`src/design/cbm_pkg.sv`:
```
// Shared types, constants and command structs for the cartridge bank mapper.
`default_nettype none

package cbm_pkg;

    // Field widths
    localparam int ADDR_W     = 16;
    localparam int DATA_W     = 8;
    localparam int OP_W       = 2;
    localparam int PAGE_W     = 11;
    localparam int OFFSET_W   = 13;
    localparam int PRG_W      = 9;
    localparam int CHR_W      = 11;
    localparam int CFG_IDX_W  = 2;
    localparam int CFG_DATA_W = 11;

    // Remainder unit: one quotient bit per step
    localparam int DIVIDEND_W = 12;
    localparam int DIV_STEPS  = DIVIDEND_W;
    localparam int STEP_W     = $clog2(DIV_STEPS);

    // Configuration register indexes
    localparam logic [CFG_IDX_W-1:0] CFG_BOARD_MODE = 2'd0;
    localparam logic [CFG_IDX_W-1:0] CFG_PRG_PAGES  = 2'd1;
    localparam logic [CFG_IDX_W-1:0] CFG_CHR_PAGES  = 2'd2;

    // Board modes
    localparam logic BOARD_LATCH = 1'b0;
    localparam logic BOARD_REGS  = 1'b1;

    // Operation codes
    localparam logic [OP_W-1:0] OP_WR_HIGH = 2'd0;
    localparam logic [OP_W-1:0] OP_WR_LOW  = 2'd1;
    localparam logic [OP_W-1:0] OP_CPU_RD  = 2'd2;
    localparam logic [OP_W-1:0] OP_PPU_RD  = 2'd3;

    // Addresses and masks
    localparam logic [ADDR_W-1:0] ADDR_PRG_BASE = 16'h8000;
    localparam logic [ADDR_W-1:0] REG_PRG       = 16'h7ffd;
    localparam logic [ADDR_W-1:0] REG_CHR_LOW   = 16'h7ffe;
    localparam logic [ADDR_W-1:0] REG_CHR_HIGH  = 16'h7fff;
    localparam logic [DATA_W-1:0] MASK_PRG_BIT  = 8'h01;
    localparam logic [DATA_W-1:0] MASK_CHR      = 8'h0f;

    // Page counts and reset values
    localparam logic [CHR_W-1:0] CHR_RAM_PAGES   = 11'd8;
    localparam logic [PRG_W-1:0] PRG_RESET_PAGES = 9'd4;
    localparam logic [CHR_W-1:0] CHR_RESET_PAGES = 11'd8;
    localparam logic [CHR_W-1:0] CHR_HIGH_RESET  = 11'd4;

    typedef enum logic [1:0] {
        ST_IDLE,
        ST_DIV,
        ST_DONE
    } state_t;

    typedef enum logic [2:0] {
        K_IGNORE,
        K_PRG_WR,
        K_CHR_LOW,
        K_CHR_HIGH,
        K_CPU_ZERO,
        K_CPU_READ,
        K_PPU_READ
    } kind_t;

    typedef struct packed {
        logic load;
        logic step;
        logic commit;
    } cmd_t;

    typedef struct packed {
        logic div_last;
    } status_t;

endpackage

`default_nettype wire

```
`src/design/cbm_if.sv`:
```
// Valid/ready channel interfaces for access items and result items.
`default_nettype none

interface cbm_access_if;
    logic                          valid;
    logic                          ready;
    logic [cbm_pkg::OP_W-1:0]      op;
    logic [cbm_pkg::ADDR_W-1:0]    addr;
    logic [cbm_pkg::DATA_W-1:0]    data;
    logic [cbm_pkg::DATA_W-1:0]    bus_byte;

    modport source (output valid, output op, output addr, output data, output bus_byte,
                    input ready);
    modport sink   (input valid, input op, input addr, input data, input bus_byte,
                    output ready);
endinterface

interface cbm_result_if;
    logic                          valid;
    logic                          ready;
    logic [cbm_pkg::PAGE_W-1:0]    page;
    logic [cbm_pkg::OFFSET_W-1:0]  offset;
    logic                          from_chr_ram;
    logic                          ignored;

    modport source (output valid, output page, output offset, output from_chr_ram,
                    output ignored, input ready);
    modport sink   (input valid, input page, input offset, input from_chr_ram,
                    input ignored, output ready);
endinterface

`default_nettype wire

```
`src/design/cbm_ctrl.sv`:
```
// Controller state machine: accept, step the remainder unit, commit the result.
`default_nettype none

module cbm_ctrl (
    input  wire logic             clk,
    input  wire logic             rst_n,
    input  wire logic             in_valid,
    output logic                  in_ready,
    output logic                  out_valid,
    input  wire logic             out_ready,
    output cbm_pkg::cmd_t         cmd,
    input  wire cbm_pkg::status_t status
);

    cbm_pkg::state_t state_reg;
    cbm_pkg::state_t state_next;
    logic            out_valid_reg;
    logic            out_valid_next;
    logic            out_free;

    assign out_free = !out_valid_reg || out_ready;

    always_comb
    begin
        state_next = state_reg;
        case (state_reg)
            cbm_pkg::ST_IDLE:
            begin
                if (in_valid)
                begin
                    state_next = cbm_pkg::ST_DIV;
                end
            end
            cbm_pkg::ST_DIV:
            begin
                if (status.div_last)
                begin
                    state_next = cbm_pkg::ST_DONE;
                end
            end
            cbm_pkg::ST_DONE:
            begin
                if (out_free)
                begin
                    state_next = cbm_pkg::ST_IDLE;
                end
            end
            default:
            begin
                state_next = cbm_pkg::ST_IDLE;
            end
        endcase
    end

    always_comb
    begin
        in_ready   = 1'b0;
        cmd.load   = 1'b0;
        cmd.step   = 1'b0;
        cmd.commit = 1'b0;
        case (state_reg)
            cbm_pkg::ST_IDLE:
            begin
                in_ready = 1'b1;
                cmd.load = in_valid;
            end
            cbm_pkg::ST_DIV:
            begin
                cmd.step = 1'b1;
            end
            cbm_pkg::ST_DONE:
            begin
                cmd.commit = out_free;
            end
            default:
            begin
                in_ready = 1'b0;
            end
        endcase
    end

    // Hold the result until taken; a commit refills the output register
    always_comb
    begin
        if (cmd.commit)
        begin
            out_valid_next = 1'b1;
        end
        else if (out_ready)
        begin
            out_valid_next = 1'b0;
        end
        else
        begin
            out_valid_next = out_valid_reg;
        end
    end

    assign out_valid = out_valid_reg;

    always_ff @(posedge clk or negedge rst_n)
    begin
        if (!rst_n)
        begin
            state_reg     <= cbm_pkg::ST_IDLE;
            out_valid_reg <= 1'b0;
        end
        else
        begin
            state_reg     <= state_next;
            out_valid_reg <= out_valid_next;
        end
    end

    a_accept_starts_div: assert property (@(posedge clk) disable iff (!rst_n)
        (in_valid && in_ready) |=> (state_reg == cbm_pkg::ST_DIV))
        else $error("accepted item did not start the remainder unit");

    a_valid_from_commit: assert property (@(posedge clk) disable iff (!rst_n)
        $rose(out_valid_reg) |-> $past(cmd.commit))
        else $error("result valid rose without a commit");

    a_last_step_done: assert property (@(posedge clk) disable iff (!rst_n)
        (state_reg == cbm_pkg::ST_DIV && status.div_last) |=>
        (state_reg == cbm_pkg::ST_DONE))
        else $error("last remainder step did not reach commit");

endmodule

`default_nettype wire

```
`src/design/cbm_dp.sv`:
```
// Datapath: configuration, bank state, bit-serial remainder unit, output register.
`default_nettype none

module cbm_dp (
    input  wire logic                             clk,
    input  wire logic                             rst_n,
    input  wire logic                             cfg_we,
    input  wire logic [cbm_pkg::CFG_IDX_W-1:0]    cfg_index,
    input  wire logic [cbm_pkg::CFG_DATA_W-1:0]   cfg_data,
    input  wire logic [cbm_pkg::OP_W-1:0]         op,
    input  wire logic [cbm_pkg::ADDR_W-1:0]       addr,
    input  wire logic [cbm_pkg::DATA_W-1:0]       data,
    input  wire logic [cbm_pkg::DATA_W-1:0]       bus_byte,
    input  wire cbm_pkg::cmd_t                    cmd,
    output cbm_pkg::status_t                      status,
    output logic [cbm_pkg::PAGE_W-1:0]            page,
    output logic [cbm_pkg::OFFSET_W-1:0]          offset,
    output logic                                  from_chr_ram,
    output logic                                  ignored
);

    // Configuration
    logic                         board_mode_reg, board_mode_next;
    logic [cbm_pkg::PRG_W-1:0]    prg_pages_reg, prg_pages_next;
    logic [cbm_pkg::CHR_W-1:0]    chr_pages_reg, chr_pages_next;
    logic [cbm_pkg::CHR_W-1:0]    chr_count;

    // Bank state
    logic [cbm_pkg::PRG_W-1:0]    prg_base_reg, prg_base_next;
    logic [cbm_pkg::CHR_W-1:0]    chr_low_reg, chr_low_next;
    logic [cbm_pkg::CHR_W-1:0]    chr_high_reg, chr_high_next;

    // Item under work
    cbm_pkg::kind_t                   kind_reg, kind_next, kind_load;
    logic [cbm_pkg::DIVIDEND_W-1:0]   dividend_reg, dividend_next, dividend_load;
    logic [cbm_pkg::CHR_W-1:0]        divisor_reg, divisor_next, divisor_load;
    logic [cbm_pkg::CHR_W-1:0]        rem_reg, rem_next, rem_step;
    logic [cbm_pkg::STEP_W-1:0]       step_cnt_reg, step_cnt_next;
    logic [cbm_pkg::OFFSET_W-1:0]     off_reg, off_next, off_load;
    logic                             ram_reg, ram_next, ram_load;

    // Output register
    logic [cbm_pkg::PAGE_W-1:0]       page_reg, page_next;
    logic [cbm_pkg::OFFSET_W-1:0]     offset_reg, offset_next;
    logic                             from_ram_reg, from_ram_next;
    logic                             ignored_reg, ignored_next;

    logic [cbm_pkg::DATA_W-1:0]       latch_bank;
    logic [cbm_pkg::CHR_W-1:0]        ppu_base;
    logic [cbm_pkg::DIVIDEND_W-1:0]   trial;
    logic [cbm_pkg::DIVIDEND_W-1:0]   diff;
    logic                             fits;

    assign chr_count  = (chr_pages_reg == '0) ? cbm_pkg::CHR_RAM_PAGES : chr_pages_reg;
    assign latch_bank = data & bus_byte;
    assign ppu_base   = addr[12] ? chr_high_reg : chr_low_reg;

    always_comb
    begin
        board_mode_next = board_mode_reg;
        prg_pages_next  = prg_pages_reg;
        chr_pages_next  = chr_pages_reg;
        if (cfg_we)
        begin
            case (cfg_index)
                cbm_pkg::CFG_BOARD_MODE: board_mode_next = cfg_data[0];
                cbm_pkg::CFG_PRG_PAGES:  prg_pages_next  = cfg_data[cbm_pkg::PRG_W-1:0];
                cbm_pkg::CFG_CHR_PAGES:  chr_pages_next  = cfg_data[cbm_pkg::CHR_W-1:0];
                default:                 board_mode_next = board_mode_reg;
            endcase
        end
    end

    // Classify the item and pick dividend and divisor
    always_comb
    begin
        kind_load     = cbm_pkg::K_IGNORE;
        dividend_load = '0;
        divisor_load  = chr_count;
        off_load      = '0;
        ram_load      = 1'b0;
        case (op)
            cbm_pkg::OP_WR_HIGH:
            begin
                if (board_mode_reg == cbm_pkg::BOARD_LATCH
                    && addr >= cbm_pkg::ADDR_PRG_BASE && prg_pages_reg != '0)
                begin
                    kind_load     = cbm_pkg::K_PRG_WR;
                    dividend_load = {2'b00, latch_bank, 2'b00};
                    divisor_load  = {2'b00, prg_pages_reg};
                end
            end
            cbm_pkg::OP_WR_LOW:
            begin
                if (board_mode_reg == cbm_pkg::BOARD_REGS)
                begin
                    if (addr == cbm_pkg::REG_PRG)
                    begin
                        if (prg_pages_reg != '0)
                        begin
                            kind_load     = cbm_pkg::K_PRG_WR;
                            dividend_load = {2'b00, data & cbm_pkg::MASK_PRG_BIT, 2'b00};
                            divisor_load  = {2'b00, prg_pages_reg};
                        end
                    end
                    else if (addr == cbm_pkg::REG_CHR_LOW)
                    begin
                        kind_load     = cbm_pkg::K_CHR_LOW;
                        dividend_load = {2'b00, data & cbm_pkg::MASK_CHR, 2'b00};
                    end
                    else if (addr == cbm_pkg::REG_CHR_HIGH)
                    begin
                        kind_load     = cbm_pkg::K_CHR_HIGH;
                        dividend_load = {2'b00, data & cbm_pkg::MASK_CHR, 2'b00};
                    end
                end
            end
            cbm_pkg::OP_CPU_RD:
            begin
                if (addr < cbm_pkg::ADDR_PRG_BASE)
                begin
                    kind_load = cbm_pkg::K_CPU_ZERO;
                end
                else
                begin
                    kind_load     = cbm_pkg::K_CPU_READ;
                    dividend_load = {3'b000, prg_base_reg} + {10'b0, addr[14:13]};
                    divisor_load  = {2'b00, prg_pages_reg};
                    off_load      = addr[cbm_pkg::OFFSET_W-1:0];
                end
            end
            cbm_pkg::OP_PPU_RD:
            begin
                kind_load     = cbm_pkg::K_PPU_READ;
                dividend_load = {1'b0, ppu_base} + {10'b0, addr[11:10]};
                off_load      = {3'b000, addr[9:0]};
                ram_load      = (chr_pages_reg == '0);
            end
            default:
            begin
                kind_load = cbm_pkg::K_IGNORE;
            end
        endcase
    end

    // Restoring remainder step: shift in one dividend bit, subtract if it fits
    assign trial    = {rem_reg, dividend_reg[cbm_pkg::DIVIDEND_W-1]};
    assign fits     = trial >= {1'b0, divisor_reg};
    assign diff     = trial - {1'b0, divisor_reg};
    assign rem_step = fits ? diff[cbm_pkg::CHR_W-1:0] : trial[cbm_pkg::CHR_W-1:0];

    assign status.div_last = (step_cnt_reg == cbm_pkg::STEP_W'(cbm_pkg::DIV_STEPS - 1));

    always_comb
    begin
        kind_next     = kind_reg;
        dividend_next = dividend_reg;
        divisor_next  = divisor_reg;
        rem_next      = rem_reg;
        step_cnt_next = step_cnt_reg;
        off_next      = off_reg;
        ram_next      = ram_reg;
        if (cmd.load)
        begin
            kind_next     = kind_load;
            dividend_next = dividend_load;
            divisor_next  = divisor_load;
            rem_next      = '0;
            step_cnt_next = '0;
            off_next      = off_load;
            ram_next      = ram_load;
        end
        else if (cmd.step)
        begin
            dividend_next = {dividend_reg[cbm_pkg::DIVIDEND_W-2:0], 1'b0};
            rem_next      = rem_step;
            step_cnt_next = step_cnt_reg + 1'b1;
        end
    end

    // Build the result and update bank state on commit
    always_comb
    begin
        page_next     = page_reg;
        offset_next   = offset_reg;
        from_ram_next = from_ram_reg;
        ignored_next  = ignored_reg;
        prg_base_next = prg_base_reg;
        chr_low_next  = chr_low_reg;
        chr_high_next = chr_high_reg;
        if (cmd.commit)
        begin
            page_next     = '0;
            offset_next   = '0;
            from_ram_next = 1'b0;
            ignored_next  = 1'b0;
            case (kind_reg)
                cbm_pkg::K_IGNORE:
                begin
                    ignored_next = 1'b1;
                end
                cbm_pkg::K_PRG_WR:
                begin
                    page_next     = rem_reg;
                    prg_base_next = rem_reg[cbm_pkg::PRG_W-1:0];
                end
                cbm_pkg::K_CHR_LOW:
                begin
                    page_next    = rem_reg;
                    chr_low_next = rem_reg;
                end
                cbm_pkg::K_CHR_HIGH:
                begin
                    page_next     = rem_reg;
                    chr_high_next = rem_reg;
                end
                cbm_pkg::K_CPU_ZERO:
                begin
                    page_next = '0;
                end
                cbm_pkg::K_CPU_READ:
                begin
                    // no program ROM: page stays zero
                    page_next   = (divisor_reg == '0) ? '0 : rem_reg;
                    offset_next = off_reg;
                end
                cbm_pkg::K_PPU_READ:
                begin
                    page_next     = rem_reg;
                    offset_next   = off_reg;
                    from_ram_next = ram_reg;
                end
                default:
                begin
                    ignored_next = 1'b1;
                end
            endcase
        end
    end

    always_ff @(posedge clk or negedge rst_n)
    begin
        if (!rst_n)
        begin
            board_mode_reg <= cbm_pkg::BOARD_LATCH;
            prg_pages_reg  <= cbm_pkg::PRG_RESET_PAGES;
            chr_pages_reg  <= cbm_pkg::CHR_RESET_PAGES;
            prg_base_reg   <= '0;
            chr_low_reg    <= '0;
            chr_high_reg   <= cbm_pkg::CHR_HIGH_RESET;
            step_cnt_reg   <= '0;
        end
        else
        begin
            board_mode_reg <= board_mode_next;
            prg_pages_reg  <= prg_pages_next;
            chr_pages_reg  <= chr_pages_next;
            prg_base_reg   <= prg_base_next;
            chr_low_reg    <= chr_low_next;
            chr_high_reg   <= chr_high_next;
            step_cnt_reg   <= step_cnt_next;
        end
    end

    always_ff @(posedge clk)
    begin
        kind_reg     <= kind_next;
        dividend_reg <= dividend_next;
        divisor_reg  <= divisor_next;
        rem_reg      <= rem_next;
        off_reg      <= off_next;
        ram_reg      <= ram_next;
        page_reg     <= page_next;
        offset_reg   <= offset_next;
        from_ram_reg <= from_ram_next;
        ignored_reg  <= ignored_next;
    end

    assign page         = page_reg;
    assign offset       = offset_reg;
    assign from_chr_ram = from_ram_reg;
    assign ignored      = ignored_reg;

    a_rem_below_divisor: assert property (@(posedge clk) disable iff (!rst_n)
        cmd.step |-> (divisor_reg == '0 || rem_reg < divisor_reg))
        else $error("partial remainder not below divisor");

    a_prg_base_in_range: assert property (@(posedge clk) disable iff (!rst_n)
        (cmd.commit && kind_reg == cbm_pkg::K_PRG_WR) |=> (prg_base_reg < prg_pages_reg))
        else $error("program base outside program ROM");

    a_ppu_page_in_range: assert property (@(posedge clk) disable iff (!rst_n)
        (cmd.commit && kind_reg == cbm_pkg::K_PPU_READ) |=> (page_reg < chr_count))
        else $error("pattern page outside pattern memory");

endmodule

`default_nettype wire

```
`src/design/cartridge_bank_mapper_bus_conflict.sv`:
```
// Top level of the cartridge bank mapper: controller plus datapath.
//
//  channel   dir  handshake          payload
//  access    in   valid/ready        op[1:0] addr[15:0] data[7:0] bus_byte[7:0]
//  result    out  valid/ready        page[10:0] offset[12:0] from_chr_ram ignored
//  cfg       in   cfg_we (no wait)   cfg_index[1:0] cfg_data[10:0]
//
// On the way from accept to result valid, the accepting edge loads the operands,
// twelve steps of the bit-serial remainder unit follow (one bit per cycle), then one
// commit into the output register. A new item is accepted in the cycle after commit,
// even while the result still waits; a stalled result delays only the commit of the
// following item. Reset is asynchronous; the control, configuration and bank
// registers load their reset values at once.
`default_nettype none

module cartridge_bank_mapper_bus_conflict (
    input  wire logic                            clk,
    input  wire logic                            rst_n,
    input  wire logic                            cfg_we,
    input  wire logic [cbm_pkg::CFG_IDX_W-1:0]   cfg_index,
    input  wire logic [cbm_pkg::CFG_DATA_W-1:0]  cfg_data,
    cbm_access_if.sink                           access,
    cbm_result_if.source                         result
);

    cbm_pkg::cmd_t    cmd;
    cbm_pkg::status_t status;

    cbm_ctrl u_ctrl (
        .clk       (clk),
        .rst_n     (rst_n),
        .in_valid  (access.valid),
        .in_ready  (access.ready),
        .out_valid (result.valid),
        .out_ready (result.ready),
        .cmd       (cmd),
        .status    (status)
    );

    cbm_dp u_dp (
        .clk          (clk),
        .rst_n        (rst_n),
        .cfg_we       (cfg_we),
        .cfg_index    (cfg_index),
        .cfg_data     (cfg_data),
        .op           (access.op),
        .addr         (access.addr),
        .data         (access.data),
        .bus_byte     (access.bus_byte),
        .cmd          (cmd),
        .status       (status),
        .page         (result.page),
        .offset       (result.offset),
        .from_chr_ram (result.from_chr_ram),
        .ignored      (result.ignored)
    );

endmodule

`default_nettype wire
```
`src/flat_wrapper.sv`:
```
// flat-port wrapper written by rule: the top's interface ports become plain ports
module cartridge_bank_mapper_bus_conflict_flat 
  (clk, rst_n, cfg_we, cfg_index, cfg_data, access_valid, access_op, access_addr, access_data, access_bus_byte, access_ready, result_valid, result_page, result_offset, result_from_chr_ram, result_ignored, result_ready);
  cbm_access_if access_i ();
  cbm_result_if result_i ();
  input  wire logic clk;
  input  wire logic rst_n;
  input  wire logic cfg_we;
  input  wire logic [cbm_pkg::CFG_IDX_W-1:0] cfg_index;
  input  wire logic [cbm_pkg::CFG_DATA_W-1:0] cfg_data;
  input wire logic [$bits(access_i.valid)-1:0] access_valid;
  input wire logic [$bits(access_i.op)-1:0] access_op;
  input wire logic [$bits(access_i.addr)-1:0] access_addr;
  input wire logic [$bits(access_i.data)-1:0] access_data;
  input wire logic [$bits(access_i.bus_byte)-1:0] access_bus_byte;
  output wire logic [$bits(access_i.ready)-1:0] access_ready;
  output wire logic [$bits(result_i.valid)-1:0] result_valid;
  output wire logic [$bits(result_i.page)-1:0] result_page;
  output wire logic [$bits(result_i.offset)-1:0] result_offset;
  output wire logic [$bits(result_i.from_chr_ram)-1:0] result_from_chr_ram;
  output wire logic [$bits(result_i.ignored)-1:0] result_ignored;
  input wire logic [$bits(result_i.ready)-1:0] result_ready;
  assign access_i.valid = access_valid;
  assign access_i.op = access_op;
  assign access_i.addr = access_addr;
  assign access_i.data = access_data;
  assign access_i.bus_byte = access_bus_byte;
  assign access_ready = access_i.ready;
  assign result_valid = result_i.valid;
  assign result_page = result_i.page;
  assign result_offset = result_i.offset;
  assign result_from_chr_ram = result_i.from_chr_ram;
  assign result_ignored = result_i.ignored;
  assign result_i.ready = result_ready;
  cartridge_bank_mapper_bus_conflict u_core (.clk(clk), .rst_n(rst_n), .cfg_we(cfg_we), .cfg_index(cfg_index), .cfg_data(cfg_data), .access(access_i), .result(result_i));
endmodule
```
`config.mk`:
```
export PLATFORM = sky130hd
export DESIGN_NAME = cartridge_bank_mapper_bus_conflict_flat
export DESIGN_NICKNAME = d
export VERILOG_FILES = /design/src/design/cbm_pkg.sv /design/src/design/cbm_if.sv /design/src/design/cbm_ctrl.sv /design/src/design/cbm_dp.sv /design/src/design/cartridge_bank_mapper_bus_conflict.sv /design/src/flat_wrapper.sv
export SDC_FILE = /design/constraint.sdc
export NUM_CORES = 1
export LEC_CHECK = 0
export BUFFER_PORTS_ARGS = -buffer_cell sky130_fd_sc_hd__clkbuf_2
export CAP_MARGIN = 30
export CORE_ASPECT_RATIO = 0.7
export CORE_MARGIN = 3
export CORE_UTILIZATION = 55
export DETAILED_ROUTE_END_ITERATION = 10
export PLACE_DENSITY = 0.86
export SETUP_SLACK_MARGIN = 0.2
export SLEW_MARGIN = 20
export SYNTH_ARGS = -nofsm -noshare
export SYNTH_HDL_FRONTEND = slang
export SYNTH_SLANG_ARGS = --single-unit
```
`constraint.sdc`:
```
create_clock -name clk -period 2.95 [get_ports clk]
set_input_delay 0.1475 -clock clk [delete_from_list [all_inputs] [get_ports clk]]
set_output_delay 0.1475 -clock clk [all_outputs]
set_load 0.02 [all_outputs]
```
# Word-level counts from Yosys, hierarchy flattened
# Index checks and enable logic that the tools add are counted.
[totals]
regBits = 136
inputBits = 52
output_inout_bits = 28
[op_classes]
addsub = 4
magnitude_cmp = 3
n_eq_ne = 20
mux = 44
n_bitwise = 2
n_reduce_logical = 22
[op_table]
columns = ["cell", "n"]
rows = [
  ["$mux 11", 9],
  ["$eq 16x15->1 const B", 3],
  ["$mux 12", 4],
  ["$pmux 12 s4", 1],
  ["$pmux 11 s3", 1],
  ["$pmux 13 s2", 1],
  ["$logic_not 11->1", 2],
  ["$pmux 11 s2", 1],
  ["$mux 10", 2],
  ["$ge 16x16->1 const B", 1],
  ["$lt 16x16->1 const B", 1],
  ["$mux 13", 1],
  ["$add 11x2->12", 1],
  ["$ge 12x11->1", 1],
  ["$mux 6", 2],
  ["$pmux 3 s4", 1],
  ["$reduce_and 2->1", 6],
  ["$sub 11x11->11", 1],
  ["$add 9x2->10", 1],
  ["$mux 1", 10],
  ["$mux 2", 5],
  ["$eq 3x3->1 const B", 3],
  ["$mux 3", 3],
  ["$reduce_bool 9->1", 1],
  ["other kinds (21)", 33],
]

# Depth between registers and ports, before layout
# Gate-level depths: netlist (run 1).
[depth]
depth_word = 7
depth_mapped = 10
depth_no_buf = 9

# Cells and area by module
# A second synthesis (run 1) with hierarchy kept.
[unflattened]
hier_cells = 599
area_unflattened_um2 = 6944.2
[by_module_without_submodules]
columns = ["mod", "instances", "cells_per_inst", "area_per_inst_um2", "seq_area_each_um2"]
rows = [
  ["cbm_dp", 1, 583, 6782.8, 3607.2],
  ["cbm_ctrl", 1, 16, 161.4, 75.1],
]

# Least setup slack after synthesis (run 1)
# No wires, ideal clock.
[synth_path]
path_type = "input-to-reg"
start = "input port access_addr[12]"
end = "register u_core.u_dp.dividend_reg[8] (netlist bit), data pin"
setup_time_ns = 0.319
arrival_time_ns = 2.176
required_ns = 2.631
slack_ns = 0.455
cell_stages = 10
n_path_buf = 2
path_cell_list = "buf_4 clkbuf_1 mux2_1 ha_1 fa_1 nand2_1 nor2b_1 a221oi_1 a211o_1 a31oi_1"
[synth_between]
elab_chain_cells = 6
word_cells_on_any_way = 10
[synth_lines]
columns = ["element", "line_no", "rtl"]
rows = [
  ["from (decl)", "flat_wrapper.sv:13", "input wire logic [$bits(access_i.addr)-1:0] access_addr;"],
  ["$ge 16x16->1", "cbm_dp.sv:86", "&& addr >= cbm_pkg::ADDR_PRG_BASE && prg_pages_reg != '0)"],
  ["$logic_and 1x1->1 (2 in a row)", "cbm_dp.sv:86", ""],
  ["$mux 10", "cbm_dp.sv:85", "if (board_mode_reg == cbm_pkg::BOARD_LATCH"],
  ["$pmux 12 s4 (*)", "cbm_dp.sv:82", "case (op)"],
  ["$mux 12 (*)", "cbm_dp.sv:163", "if (cmd.load)"],
  ["via u_core.u_dp.dividend_next (one bit)", "cbm_dp.sv:35", "logic [cbm_pkg::DIVIDEND_W-1:0] dividend_reg, dividend_next, dividend_load;"],
  ["to (signal assigned)", "cbm_dp.sv:268", "dividend_reg <= dividend_next;"],
  ["to (decl)", "cbm_dp.sv:35", ""],
]
# Mark *: on every way through the listed nets, which the timed path passes. The rest lies on a longest branch.
# A chain may end at the register's enable or synchronous reset.

# Worst setup path after layout (run 1)
[layout_path]
start = "register u_core.u_dp.divisor_reg[7] (netlist bit)"
end = "register u_core.u_dp.rem_reg[5] (netlist bit)"
[layout_between]
elab_chain_cells = 2
[layout_lines]
columns = ["element", "line_no", "rtl"]
rows = [
  ["from (decl)", "cbm_dp.sv:36", "logic [cbm_pkg::CHR_W-1:0] divisor_reg, divisor_next, divisor_load;"],
  ["from (signal assigned)", "cbm_dp.sv:269", "divisor_reg <= divisor_next;"],
  ["$ge 12x11->1", "cbm_dp.sv:148", "assign fits = trial >= {1'b0, divisor_reg};"],
  ["$mux 11", "cbm_dp.sv:150", "assign rem_step = fits ? diff[cbm_pkg::CHR_W-1:0] : trial[cbm_pkg::CHR_W-1:0];"],
  ["to (signal assigned)", "cbm_dp.sv:270", "rem_reg <= rem_next;"],
  ["to (decl)", "cbm_dp.sv:37", "logic [cbm_pkg::CHR_W-1:0] rem_reg, rem_next, rem_step;"],
]
# No other way between the ends.

==> reports/qor.log, run 1 <==
[critical_path] CP endpoint kind flip-flop
[yosys] Synthesized Nets 671
[timing] period utilization 0.8607
[yosys] per-instance average area after synthesis 11.55 µm²
[global_route] first-pass GRT wire length 28750 µm
[route] detailed-route via count 5341
[power] post-layout power 6.950 mW
[global_route] overall routing resource usage 0.2628
[place] final estimated routing congestion in global placement 0.9432
[floorplanning] height of the die 99.94 µm
[yosys] top cells by count, synth sky130_fd_sc_hd__edfxtp_1, sky130_fd_sc_hd__dfrtp_1, sky130_fd_sc_hd__nand2_1, sky130_fd_sc_hd__mux2_1, sky130_fd_sc_hd__inv_1
[critical_path] Data arrival, critical path 2840 ps
[power] leakage power 3.590 nW
[critical_path] worst setup path category reg2reg
[critical_path] delay of the slowest cell on the worst path 570 ps
[place] input/output buffers 79
[timing] top achievable clock speed 393.9 MHz
[run_status] run status finished clean
[timing] final slew viol count 0
[route] ratio of routed vias to standard cells 6.196
[clock_tree] clock latency of the later-clocked register in the worst-skew pair 420 ps
[layout] fill cell count 857
[place] Final HPWL DP 12330 µm
[timing] endpoints failing hold 0
[layout] area used by multi-input combinational logic 0.003043 mm²
[yosys] Syn Inst Count 600
[yosys] main area contributors after synthesis sky130_fd_sc_hd__edfxtp_1, sky130_fd_sc_hd__dfrtp_1, sky130_fd_sc_hd__mux2_1, sky130_fd_sc_hd__mux2_2, sky130_fd_sc_hd__dfxtp_1
[timing] setup repair after global routing missed its margin false
[power] fraction of power consumed by sequential logic 0.405
[critical_path] startpoint type of the worst setup path flip-flop
[clock_tree] Clock Tree Buf Depth 2
[layout] n_diodes 0
[floorplanning] Die X-Extent 140.2 µm
[timing] clock period minus worst slack 2539 ps
[clock_tree] TritonCTS clock tree done
[clock_tree] total clock buffers created by CTS 17
[critical_path] CP Cell Sequence inv_1, ha_1, a21oi_1, o21ai_1, o2111ai_2, a211oi_1, a311o_1
[yosys] share of flip-flops with an asynchronous set or reset after synthesis 0.4338
[power] ratio of total power to cell area 850.0 mW/mm²
[route] DRT antenna net count 0
[power] Clk network pwr share 0.295
[critical_path] peak fanout along the critical path 11
[global_route] pin count of the biggest net entering global routing 60
[yosys] count of flip-flops with a built-in enable after synthesis 66
[clock_tree] clk sink count 136
[layout] Layout Area Growth over Synthesis 17.94%
[min_path] Hold WC Path Type in2reg
[floorplanning] floorplan die area 0.01401 mm²
[global_route] vias in the first global route 5321
[floorplanning] initial core utilization 0.5770
[floorplanning] area of the placeable core 0.01202 mm²
[layout] Layout Nets 763
[power] Switching Fraction 0.3525
[timing] clock skew 8.326 ps
[yosys] number of register bits inferred by synthesis 136
[timing] final setup violation count 0
[yosys] leading cell type by number of instances after synthesis sky130_fd_sc_hd__edfxtp_1
[power] cell internal pwr 4.500 mW
[yosys] sequential area share after synthesis 0.5311
[layout] Cell Count, Final, Fillers Out 862
[yosys] largest area contributor in the netlist sky130_fd_sc_hd__edfxtp_1
[place] placed cell count 816
[layout] area occupied by registers 0.003684 mm²
[floorplanning] row cnt 33
[route] number of DRC violations after detailed-routing iteration 0 707
[timing] setup TNS 0 ps
[critical_path] highest-delay cell along the critical path sky130_fd_sc_hd__o2111ai_2
[yosys] Cell Area, Synth 0.006933 mm²
[power] Switch Pwr 2.450 mW
[job] max-capacitance violation count 0
[clock_tree] number of H-tree levels 4
[power] maximum VDD drop 0.4678 mV
[clock_tree] cell at the root of the clock tree sky130_fd_sc_hd__clkbuf_16
[yosys] Synth cell types 72
[route] sum of routed wire length over all layers 17820 µm
[layout] share of cells above drive strength 1 0.2270
[global_route] total gr overflow 0
[power] portion of total power attributed to combinational logic 0.300
[yosys] top_reg_cell synth sky130_fd_sc_hd__edfxtp_1
[clock_tree] clock-pin slew on the worst setup and hold paths 60 ps
[route] average wire per standard cell 20.67 µm
[yosys] number of warnings issued by yosys 0
[global_route] antenna violations before repair 0
[timing] Worst slew margin 0.3828
[floorplanning] number of top-level pins 80
[route] iteration count of the initial detailed-routing pass 6
[yosys] proportion of netlist area held by the largest area contributor 0.2859
[critical_path] Data required, critical path 3260 ps
[timing] transition time at the pin with the least slew margin 918.1 ps
[route] number of design rule violations left after detail routing 0
==> cells in the final DEF (no fill, tap or decap), types with 4 or more instances in the layout <==
cell                            Yosys  layout
sky130_fd_sc_hd__o211ai_1           6       6
sky130_fd_sc_hd__a211oi_1           9       9
sky130_fd_sc_hd__nand4_1           10      10
sky130_fd_sc_hd__clkbuf_2           0      79
sky130_fd_sc_hd__a31oi_1           10      10
sky130_fd_sc_hd__dfrtp_1           56      56
sky130_fd_sc_hd__clkinv_4           0       5
sky130_fd_sc_hd__xor2_1             8       8
sky130_fd_sc_hd__nand2b_1          10      10
sky130_fd_sc_hd__ha_1              16      16
sky130_fd_sc_hd__a21oi_1            8       7
sky130_fd_sc_hd__and2_1            25      25
sky130_fd_sc_hd__buf_4              1      10
sky130_fd_sc_hd__o21ai_0            4       4
sky130_fd_sc_hd__nor3_1             6       6
sky130_fd_sc_hd__dfxtp_1           11      10
sky130_fd_sc_hd__edfxtp_1          66      66
sky130_fd_sc_hd__nor2b_1            9       9
sky130_fd_sc_hd__clkbuf_16          0      17
sky130_fd_sc_hd__nor4_1             5       5
sky130_fd_sc_hd__mux2i_1           12      12
sky130_fd_sc_hd__nand2_1           47      47
sky130_fd_sc_hd__and3_1            26      26
sky130_fd_sc_hd__dlygate4sd3_1      0      11
sky130_fd_sc_hd__nand3_1           22      22
sky130_fd_sc_hd__xnor2_1           14      14
sky130_fd_sc_hd__a21o_1             5       5
sky130_fd_sc_hd__mux2_2            22      22
sky130_fd_sc_hd__nor2_1            22      21
sky130_fd_sc_hd__a311o_1            6       6
sky130_fd_sc_hd__inv_6              0       5
sky130_fd_sc_hd__inv_1             27      27
sky130_fd_sc_hd__o21ai_1           12      12
sky130_fd_sc_hd__mux2_1            34      34
sky130_fd_sc_hd__nand3b_1           7       7
==> worst max-delay path: cells and delay by family, from the launching register on <==
kind	cells	cell delay, ps
AO/OA/AOI/OAI	5	1540
flip-flops	1	430
adder cells (fa/ha/maj)	1	380
buffers and inverters	1	80
==> layout make-up <==
type,instances,share of cell area
sequential,136,0.4505
multi-input combinational,409,0.3722
timing repair buffer,100,0.07100
clock buffer,17,0.05203
tap,157,0.02402
clock inverter,15,0.01744
inverter,28,0.01285
==> power by group through the flow <==
stage	clock network [mW]	logic (mW)	registers, mW
2_1_floorplan	0	1.47	2.67
3_3_place_gp	0	1.88	2.80
3_5_place_dp	0	1.94	2.83
4_1_cts	2.06	2.00	2.79
5_1_grt	2.16	2.30	2.85
6_report	2.05	2.08	2.81
==> metrics by stage <==
stage	utilization	instance area (µm²)	worst slack (ps)	hold slack, ps
6_report	0.6805	8177	411.0	1.436
5_1_grt	0.6805	8177	237.8	9.021
4_1_cts	0.6780	8147	285.7	1.116
3_5_place_dp	0.6211	7462	220.4	350.8
3_3_place_gp	0.6211	7462	366.3	330.6
2_1_floorplan	-	6933	455.4	-148.1
==> cells by family after synthesis <==
family,share of synthesized area
muxes,0.1083
buffers and inverters,0.03176
DFF,0.5311
xor gates and xnor gates,0.02779
AOI/OAI and AO/OA,0.1014
adders and majority gates,0.03754
and+or+nand+nor,0.1621
==> final timing paths <==
kind	startpoint	to	slack, ps	cells past startpoint
max in group asynchronous	rst_n	u_core.u_dp.prg_base_reg[0]	2030	3
worst min register to register	u_core.u_dp.chr_low_reg[9]	u_core.u_dp.chr_low_reg[9]	480	1
worst max register to register	u_core.u_dp.divisor_reg[7]	u_core.u_dp.rem_reg[5]	410	7
worst min-delay path	cfg_data[0]	u_core.u_dp.chr_pages_reg[0]	1	2
worst max-delay path	u_core.u_dp.divisor_reg[7]	u_core.u_dp.rem_reg[5]	410	7
min in group asynchronous	rst_n	u_core.u_dp.chr_pages_reg[2]	410	3
==> layer usage <==
layer  track usage  share of wire
met1        0.3721           0.42
met4       0.07744          0.019
met3       0.06762           0.10
met5             0              0
met2        0.4051           0.45
==> timing repair <==
item,in CTS,in global routing
setup endpoints to repair,2,10
hold buffers,11,0
setup buffers,0,2
resized for setup,1,3
endpoints found under the hold margin,74,0
pin swaps,0,1
(Power assumes the default switching activity.)
==> run 2: changes to the inputs <==
--- a/config.mk
+++ b/config.mk
@@ -7,10 +7,10 @@
 export LEC_CHECK = 0
 export BUFFER_PORTS_ARGS = -buffer_cell sky130_fd_sc_hd__clkbuf_2
 export CAP_MARGIN = 30
-export CORE_ASPECT_RATIO = 0.7
 export CORE_MARGIN = 3
 export CORE_UTILIZATION = 55
 export DETAILED_ROUTE_END_ITERATION = 10
+export HOLD_SLACK_MARGIN = 0.03
 export PLACE_DENSITY = 0.86
 export SETUP_SLACK_MARGIN = 0.2
 export SLEW_MARGIN = 20
==> run 2 against run 1 <==
Combinational power increased by 7%. Sequential power decreased by 4%. Die area fell by 0.15%. First-iteration DRC count shrank 27%. Routed wire length up 0.10%. Setup slack lost 97 ps. Total power grew 2.5%. Utilization increased by 0.86 points. Sequential share of layout area down 1.1 points. Hold slack improved by 55 ps. Design area rose by 2.5%.
==> reports/qor.log, run 2 (synthesis results as in run 1) <==
[critical_path] path depth of the worst reg2reg path 8
[layout] area used by multi-input combinational logic 0.003040 mm²
[route] number of design rule violations left after detail routing 0
[critical_path] CP endpoint kind flip-flop
[run_status] run status finished clean
[critical_path] startpoint type of the worst setup path flip-flop
[route] ratio of routed vias to standard cells 6.085
[route] detailed-route via count 5416
[critical_path] peak fanout along the critical path 9
[power] fraction of power consumed by sequential logic 0.381
[route] DRT antenna net count 0
[job] max-capacitance violation count 0
[route] number of DRC violations after detailed-routing iteration 0 514
[layout] Cell Count, Final, Fillers Out 890
[power] leakage power 3.686 nW
[place] placed cell count 838
[timing] final setup violation count 0
[power] Switch Pwr 2.398 mW
[timing] setup TNS 0 ps
[layout] area occupied by registers 0.003682 mm²
[timing] clock skew 10.11 ps
[global_route] total gr overflow 0
[critical_path] CP Cell Sequence ha_1, fa_1, nand2b_1, a21oi_2, o21ba_1, o2111a_1, nor2_1, a311o_1
[power] Clk network pwr share 0.307
[timing] endpoints failing hold 0
[power] portion of total power attributed to combinational logic 0.312
[min_path] sink of the worst hold path u_core.u_dp.kind_reg[0]
[critical_path] buffer and inverter count on the worst path 0
[min_path] Worst Hold Path Cells 2
[place] Final HPWL DP 12370 µm
[power] Switching Fraction 0.3367
[clock_tree] clock-pin slew on the worst setup and hold paths 60 ps
[floorplanning] row cnt 40
[clock_tree] clock latency of the later-clocked register in the worst-skew pair 430 ps
[floorplanning] number of top-level pins 80
[clock_tree] TritonCTS clock tree done
[clock_tree] total clock buffers created by CTS 17
[timing] final slew viol count 0
[power] ratio of total power to cell area 850.0 mW/mm²
[layout] leading cell types in the layout, fill and taps excluded sky130_fd_sc_hd__clkbuf_2, sky130_fd_sc_hd__edfxtp_1, sky130_fd_sc_hd__dfrtp_1, sky130_fd_sc_hd__nand2_1, sky130_fd_sc_hd__mux2_1
[critical_path] delay of the slowest cell on the worst path 430 ps
[min_path] Hold WC Path Type in2reg
[clock_tree] clk sink count 136
[place] input/output buffers 79
[route] sum of routed wire length over all layers 17830 µm
[layout] n_diodes 0
[place] final estimated routing congestion in global placement 0.9473
[route] iteration count of the initial detailed-routing pass 5
[layout] Layout Area Growth over Synthesis 20.88%
[critical_path] Worst R2R Start u_core.u_dp.divisor_reg[0]
[critical_path] worst setup path category reg2reg
[layout] share of cells above drive strength 1 0.2299
[floorplanning] height of the die 118.3 µm
[critical_path] category of cells accounting for the largest share of critical-path delay compound AO/OA/AOI/OAI gates
[critical_path] Data required, critical path 3250 ps
[floorplanning] floorplan die area 0.01399 mm²
[critical_path] highest-delay cell along the critical path sky130_fd_sc_hd__fa_1
[critical_path] Data arrival, critical path 2940 ps
[floorplanning] area of the placeable core 0.01216 mm²
[timing] setup repair after global routing missed its margin false
[global_route] pin count of the biggest net entering global routing 30
[power] maximum VDD drop 0.6285 mV
[layout] Layout Nets 780
[global_route] first-pass GRT wire length 28430 µm
[layout] fill cell count 857
[clock_tree] number of H-tree levels 4
[floorplanning] Die X-Extent 118.3 µm
[global_route] overall routing resource usage 0.2613
[layout] most frequent standard cell in the layout excluding fill and tap cells sky130_fd_sc_hd__clkbuf_2
[clock_tree] cell at the root of the clock tree sky130_fd_sc_hd__clkbuf_16
[timing] top achievable clock speed 379.4 MHz
[critical_path] FF-to-FF setup slack 310 ps
[route] average wire per standard cell 20.04 µm
[power] cell internal pwr 4.725 mW
[timing] clock period minus worst slack 2636 ps
[global_route] antenna violations before repair 0
[clock_tree] Clock Tree Buf Depth 2
[floorplanning] initial core utilization 0.5701
[min_path] launch instance of the worst min-delay path access_addr[0]
[critical_path] worst reg2reg endpoint u_core.u_dp.rem_reg[3]
[global_route] vias in the first global route 5465
[timing] Worst slew margin 0.3645
[timing] transition time at the pin with the least slew margin 943.3 ps
[timing] period utilization 0.8935
run 2: cell count changes in the layout (fill, tap and decap cells not counted), moves of 2 or more:
cell                            previous run  this run
sky130_fd_sc_hd__dlygate4sd3_1            11        20
sky130_fd_sc_hd__buf_4                    10        18
sky130_fd_sc_hd__clkinv_4                  5         1
sky130_fd_sc_hd__inv_6                     5         2
sky130_fd_sc_hd__bufinv_16                 1         3
sky130_fd_sc_hd__clkinv_2                  1         3
sky130_fd_sc_hd__clkinvlp_4                2         4
run 2: layer usage:
layer / global-route usage / up-vias / wire (µm)
met5: 0 / - / 0
met4: 0.1326 / 0 / 628
met3: 0.06364 / 47 / 1397
met2: 0.4319 / 285 / 8960
met1: 0.3192 / 2636 / 6847
li1: - / 2448 / -
run 2: worst max-delay path by stage:
stage / from / to / slack [ps] / cells after the start
after global placement: u_core.u_dp.divisor_reg[0] / u_core.u_dp.rem_reg[6] / 360 / 8
after global routing: u_core.u_dp.divisor_reg[0] / u_core.u_dp.rem_reg[3] / 200 / 8
after CTS: u_core.u_dp.dividend_reg[11] / u_core.u_dp.rem_reg[5] / 210 / 9
final: u_core.u_dp.divisor_reg[0] / u_core.u_dp.rem_reg[3] / 310 / 8
after floorplan: access_addr[12] / u_core.u_dp.dividend_reg[8] / 460 / 10
after detailed placement: u_core.u_dp.dividend_reg[11] / u_core.u_dp.rem_reg[5] / 290 / 9
run 2: what timing repair did:
item | CTS | global route
hold endpoints to repair | 48 | 0
gates resized for setup | 0 | 2
endpoints found under the setup margin | 0 | 11
hold buffers | 20 | 0
setup buffers | 0 | 0
run 2: stage by stage:
stage            util  instance area (µm²)  hold slack [ps]  power [mW]  setup slack [ps]
6_report       0.6891                 8381            56.58       7.123             314.3
3_3_place_gp   0.6215                 7559            154.3       4.705             355.7
5_1_grt        0.6891                 8381            51.37       7.464             199.3
4_1_cts        0.6883                 8371            30.70       7.069             208.5
2_1_floorplan       -                 6933           -148.1       4.136             455.4
3_5_place_dp   0.6215                 7559            171.9       4.842             293.2
run 2: layout make-up:
type | instances | area share
repair buffers | 117 | 0.08719
clock inverters | 14 | 0.02060
flip-flops and latches | 136 | 0.4394
well taps | 168 | 0.02508
multi-input cells | 409 | 0.3628
clock buffers | 18 | 0.05240
inverters | 28 | 0.01254
run 2: worst reg2reg max path: cells and delay by family (launching register included):
kind	cells	cell delay, ps
AO/OA/AOI/OAI	4	1040
adder cells (fa/ha/maj)	2	690
AND/OR/NAND/NOR	2	400
flip-flops	1	390
run 2: power by group through the flow:
stage                     sequential, mW  combinational (mW)  clock, mW
final                               2.71                2.23       2.18
after global routing                2.74                2.43       2.29
after CTS                           2.70                2.16       2.21
after detailed placement            2.73                2.11          0
after global placement              2.71                2.00          0
after floorplan                     2.67                1.47          0
==> run 3: changes to the inputs <==
--- a/config.mk
+++ b/config.mk
@@ -5,6 +5,7 @@
 export SDC_FILE = /design/constraint.sdc
 export NUM_CORES = 1
 export LEC_CHECK = 0
+export ABC_AREA = 1
 export BUFFER_PORTS_ARGS = -buffer_cell sky130_fd_sc_hd__clkbuf_2
 export CAP_MARGIN = 30
 export CORE_MARGIN = 3
==> run 3 against run 2 <==
Synthesized cell count is 50% higher. Combinational power grew 3%. Critical path depth grew 3. Global-route usage increased by 0.078 points. Utilization decreased by 1.7 points. Setup slack gained 470 ps.
==> reports/qor.log, run 3 <==
[run_status] run status finished clean
[yosys] per-instance average area after synthesis 8.045 µm²
[timing] top achievable clock speed 461.9 MHz
[global_route] first-pass GRT wire length 29880 µm
[clock_tree] number of H-tree levels 4
[yosys] Syn Inst Count 900
[route] ratio of routed vias to standard cells 5.401
[yosys] Synthesized Nets 971
[floorplanning] area of the placeable core 0.01272 mm²
[route] detailed-route via count 6405
[place] Post-Place Cell Area 0.007809 mm²
[timing] endpoints failing hold 0
[critical_path] startpoint type of the worst setup path flip-flop
[layout] leading cell types in the layout, fill and taps excluded sky130_fd_sc_hd__nand2_1, sky130_fd_sc_hd__inv_1, sky130_fd_sc_hd__nor2_1, sky130_fd_sc_hd__clkbuf_2, sky130_fd_sc_hd__edfxtp_1
[critical_path] delay of the slowest cell on the worst path 400 ps
[yosys] proportion of netlist area held by the largest area contributor 0.2737
[global_route] vias in the first global route 6218
[layout] Layout Nets 1072
[floorplanning] initial core utilization 0.5691
[timing] period utilization 0.7339
[timing] Worst slew margin 0.4101
[timing] Final WS setup 784.9 ps
[min_path] Hold WC Path Type in2reg
[place] final estimated routing congestion in global placement 0.9192
[yosys] Synth Area in XOR/XNOR 0.004838
[layout] Layout Area Growth over Synthesis 18.16%
[clock_tree] quantity of hold-fixing buffers added after cts 15
[critical_path] category of cells accounting for the largest share of critical-path delay simple AND/OR/NAND/NOR gates
[critical_path] worst setup path category reg2reg
[yosys] number of warnings issued by yosys 0
[route] DRT antenna net count 0
[floorplanning] number of top-level pins 80
[power] maximum VDD drop 0.6956 mV
[layout] most frequent standard cell in the layout excluding fill and tap cells sky130_fd_sc_hd__nand2_1
[critical_path] buffer and inverter count on the worst path 1
[critical_path] peak fanout along the critical path 3
[global_route] met1 GRT Util 0.3371
[critical_path] Data arrival, critical path 2320 ps
[timing] setup repair after global routing missed its margin false
[route] iteration count of the initial detailed-routing pass 6
[critical_path] Data required, critical path 3110 ps
[yosys] share of the synthesized area in compound gates (AO/OA/AOI/OAI) 0.08536
[global_route] pin count of the biggest net entering global routing 34
[yosys] Cell Area, Synth 0.007241 mm²
[yosys] number of register bits inferred by synthesis 136
[timing] final setup violation count 0
[route] number of design rule violations left after detail routing 0
[clock_tree] cell at the root of the clock tree sky130_fd_sc_hd__clkbuf_16
[place] Final HPWL DP 12720 µm
[yosys] top_reg_cell synth sky130_fd_sc_hd__edfxtp_1
[floorplanning] floorplan die area 0.01458 mm²
[floorplanning] height of the die 120.7 µm
[job] max-capacitance violation count 0
[yosys] largest area contributor in the netlist sky130_fd_sc_hd__edfxtp_1
[route] average wire per standard cell 15.30 µm
[yosys] leading cell type by number of instances after synthesis sky130_fd_sc_hd__nand2_1
[yosys] adder-cell share of the synthesized area 0.03594
[route] number of DRC violations after detailed-routing iteration 0 683
[yosys] multiplexer share of the synthesized area 0.001382
[place] DP Worst Slack 799.8 ps
[timing] clock period minus worst slack 2165 ps
[critical_path] cell mode on critical path sky130_fd_sc_hd__nand2_1
[critical_path] highest-delay cell along the critical path sky130_fd_sc_hd__fa_1
[timing] setup TNS 0 ps
[global_route] met2 GRT Util 0.4401
[clock_tree] TritonCTS clock tree done
[place] input/output buffers 79
[clock_tree] Clock Tree Buf Depth 2
[layout] share of cells above drive strength 1 0.1509
[layout] n_diodes 0
[critical_path] CP endpoint kind flip-flop
[power] ratio of total power to cell area 834.6 mW/mm²
[yosys] largest family of logic cells by synthesized area simple AND/OR/NAND/NOR gates
[global_route] total gr overflow 0
[timing] Hold WS 54.48 ps
[yosys] Synth cell types 43
[timing] final slew viol count 0
[yosys] count of flip-flops with a built-in enable after synthesis 66
[clock_tree] clk sink count 136
[yosys] share of flip-flops with an asynchronous set or reset after synthesis 0.4338
[yosys] main area contributors after synthesis sky130_fd_sc_hd__edfxtp_1, sky130_fd_sc_hd__dfrtp_1, sky130_fd_sc_hd__nand2_1, sky130_fd_sc_hd__inv_1, sky130_fd_sc_hd__nor2_1
[clock_tree] total clock buffers created by CTS 17
[yosys] share of synthesized cell area in and, or, nand and nor gates 0.2810
[global_route] overall routing resource usage 0.2621
[layout] final instance area 0.008556 mm²
[clock_tree] postcts setup bufs 0
[power] leakage power 4.168 nW
[floorplanning] Die X-Extent 120.7 µm
[global_route] gr busiest metal met2
[critical_path] CP Cell Sequence ha_1, inv_1, fa_1, nor2_1, nand3_1, nor2_1, a21oi_1, o21ai_0, nand2_1, nand2_1, nand2_1
[clock_tree] clock latency of the later-clocked register in the worst-skew pair 410 ps
[floorplanning] row cnt 41
[timing] transition time at the pin with the least slew margin 884.8 ps
[clock_tree] post-CTS resize count 0
[timing] clock skew 6.413 ps
[global_route] met3 track utilization from global routing 0.05472
[clock_tree] clock-pin slew on the worst setup and hold paths 60 ps
[global_route] antenna violations before repair 0
[route] sum of routed wire length over all layers 18150 µm
[yosys] sequential area share after synthesis 0.5086
[layout] post-layout utilization of the core 0.6725
[yosys] top cells by count, synth sky130_fd_sc_hd__nand2_1, sky130_fd_sc_hd__inv_1, sky130_fd_sc_hd__nor2_1, sky130_fd_sc_hd__edfxtp_1, sky130_fd_sc_hd__nand3_1
run 3: routing by layer:
metal	vias to the layer above	part of all wire
met5	-	0
met4	0	0.027
met1	2982	0.40
li1	3092	-
met2	288	0.50
met3	43	0.072
run 3: through the flow:
step,instances,total power [mW]
after detailed placement,1139,4.930
after floorplan,900,4.324
final,1186,7.141
after CTS,1186,7.117
after global routing,1186,7.588
after global placement,1139,4.856
run 3: worst min-delay path, stage by stage:
cell and delay, ps:
sky130_fd_sc_hd__clkbuf_2 90, sky130_fd_sc_hd__inv_1 30, sky130_fd_sc_hd__nor2_1 80
run 3: path summary, 6_finish.rpt:
path,start,slack [ps],cells past startpoint,to
setup / recovery,u_core.u_dp.prg_base_reg[0],780,11,u_core.u_dp.dividend_reg[8]
hold / removal,access_addr[7],50,3,u_core.u_dp.off_reg[7]
setup reg to reg,u_core.u_dp.prg_base_reg[0],780,11,u_core.u_dp.dividend_reg[8]
hold reg to reg,u_core.u_dp.rem_reg[10],470,2,u_core.u_dp.rem_reg[10]
max in group asynchronous,rst_n,1730,3,u_core.u_dp.chr_high_reg[2]
min in group asynchronous,rst_n,290,2,u_core.u_dp.step_cnt_reg[1]
run 3: power by group:
| part | internal (mW) | switching, mW | leakage (nW) |
|---|---|---|---|
| clock network | 1.34 | 0.802 | 0.297 |
| logic | 0.783 | 1.51 | 2.38 |
| registers | 2.46 | 0.252 | 1.49 |
| total | 4.58 | 2.56 | 4.17 |
run 3: cell type report:
type / count / area, µm²
inverters: 132 / 495.5
well taps: 172 / 215.2
multi-input cells: 612 / 2960
clock inverters: 10 / 111.4
clock buffers: 22 / 485.5
fillers: 1024 / 4167
repair buffers: 102 / 605.6
flip-flops and latches: 136 / 3682
run 3: cell families after synthesis:
family | after synthesis
muxes | 1
buffers and inverters | 152
xor gates and xnor gates | 4
adders and majority gates | 19
DFF | 136
and+or+nand+nor | 477
AOI/OAI and AO/OA | 111
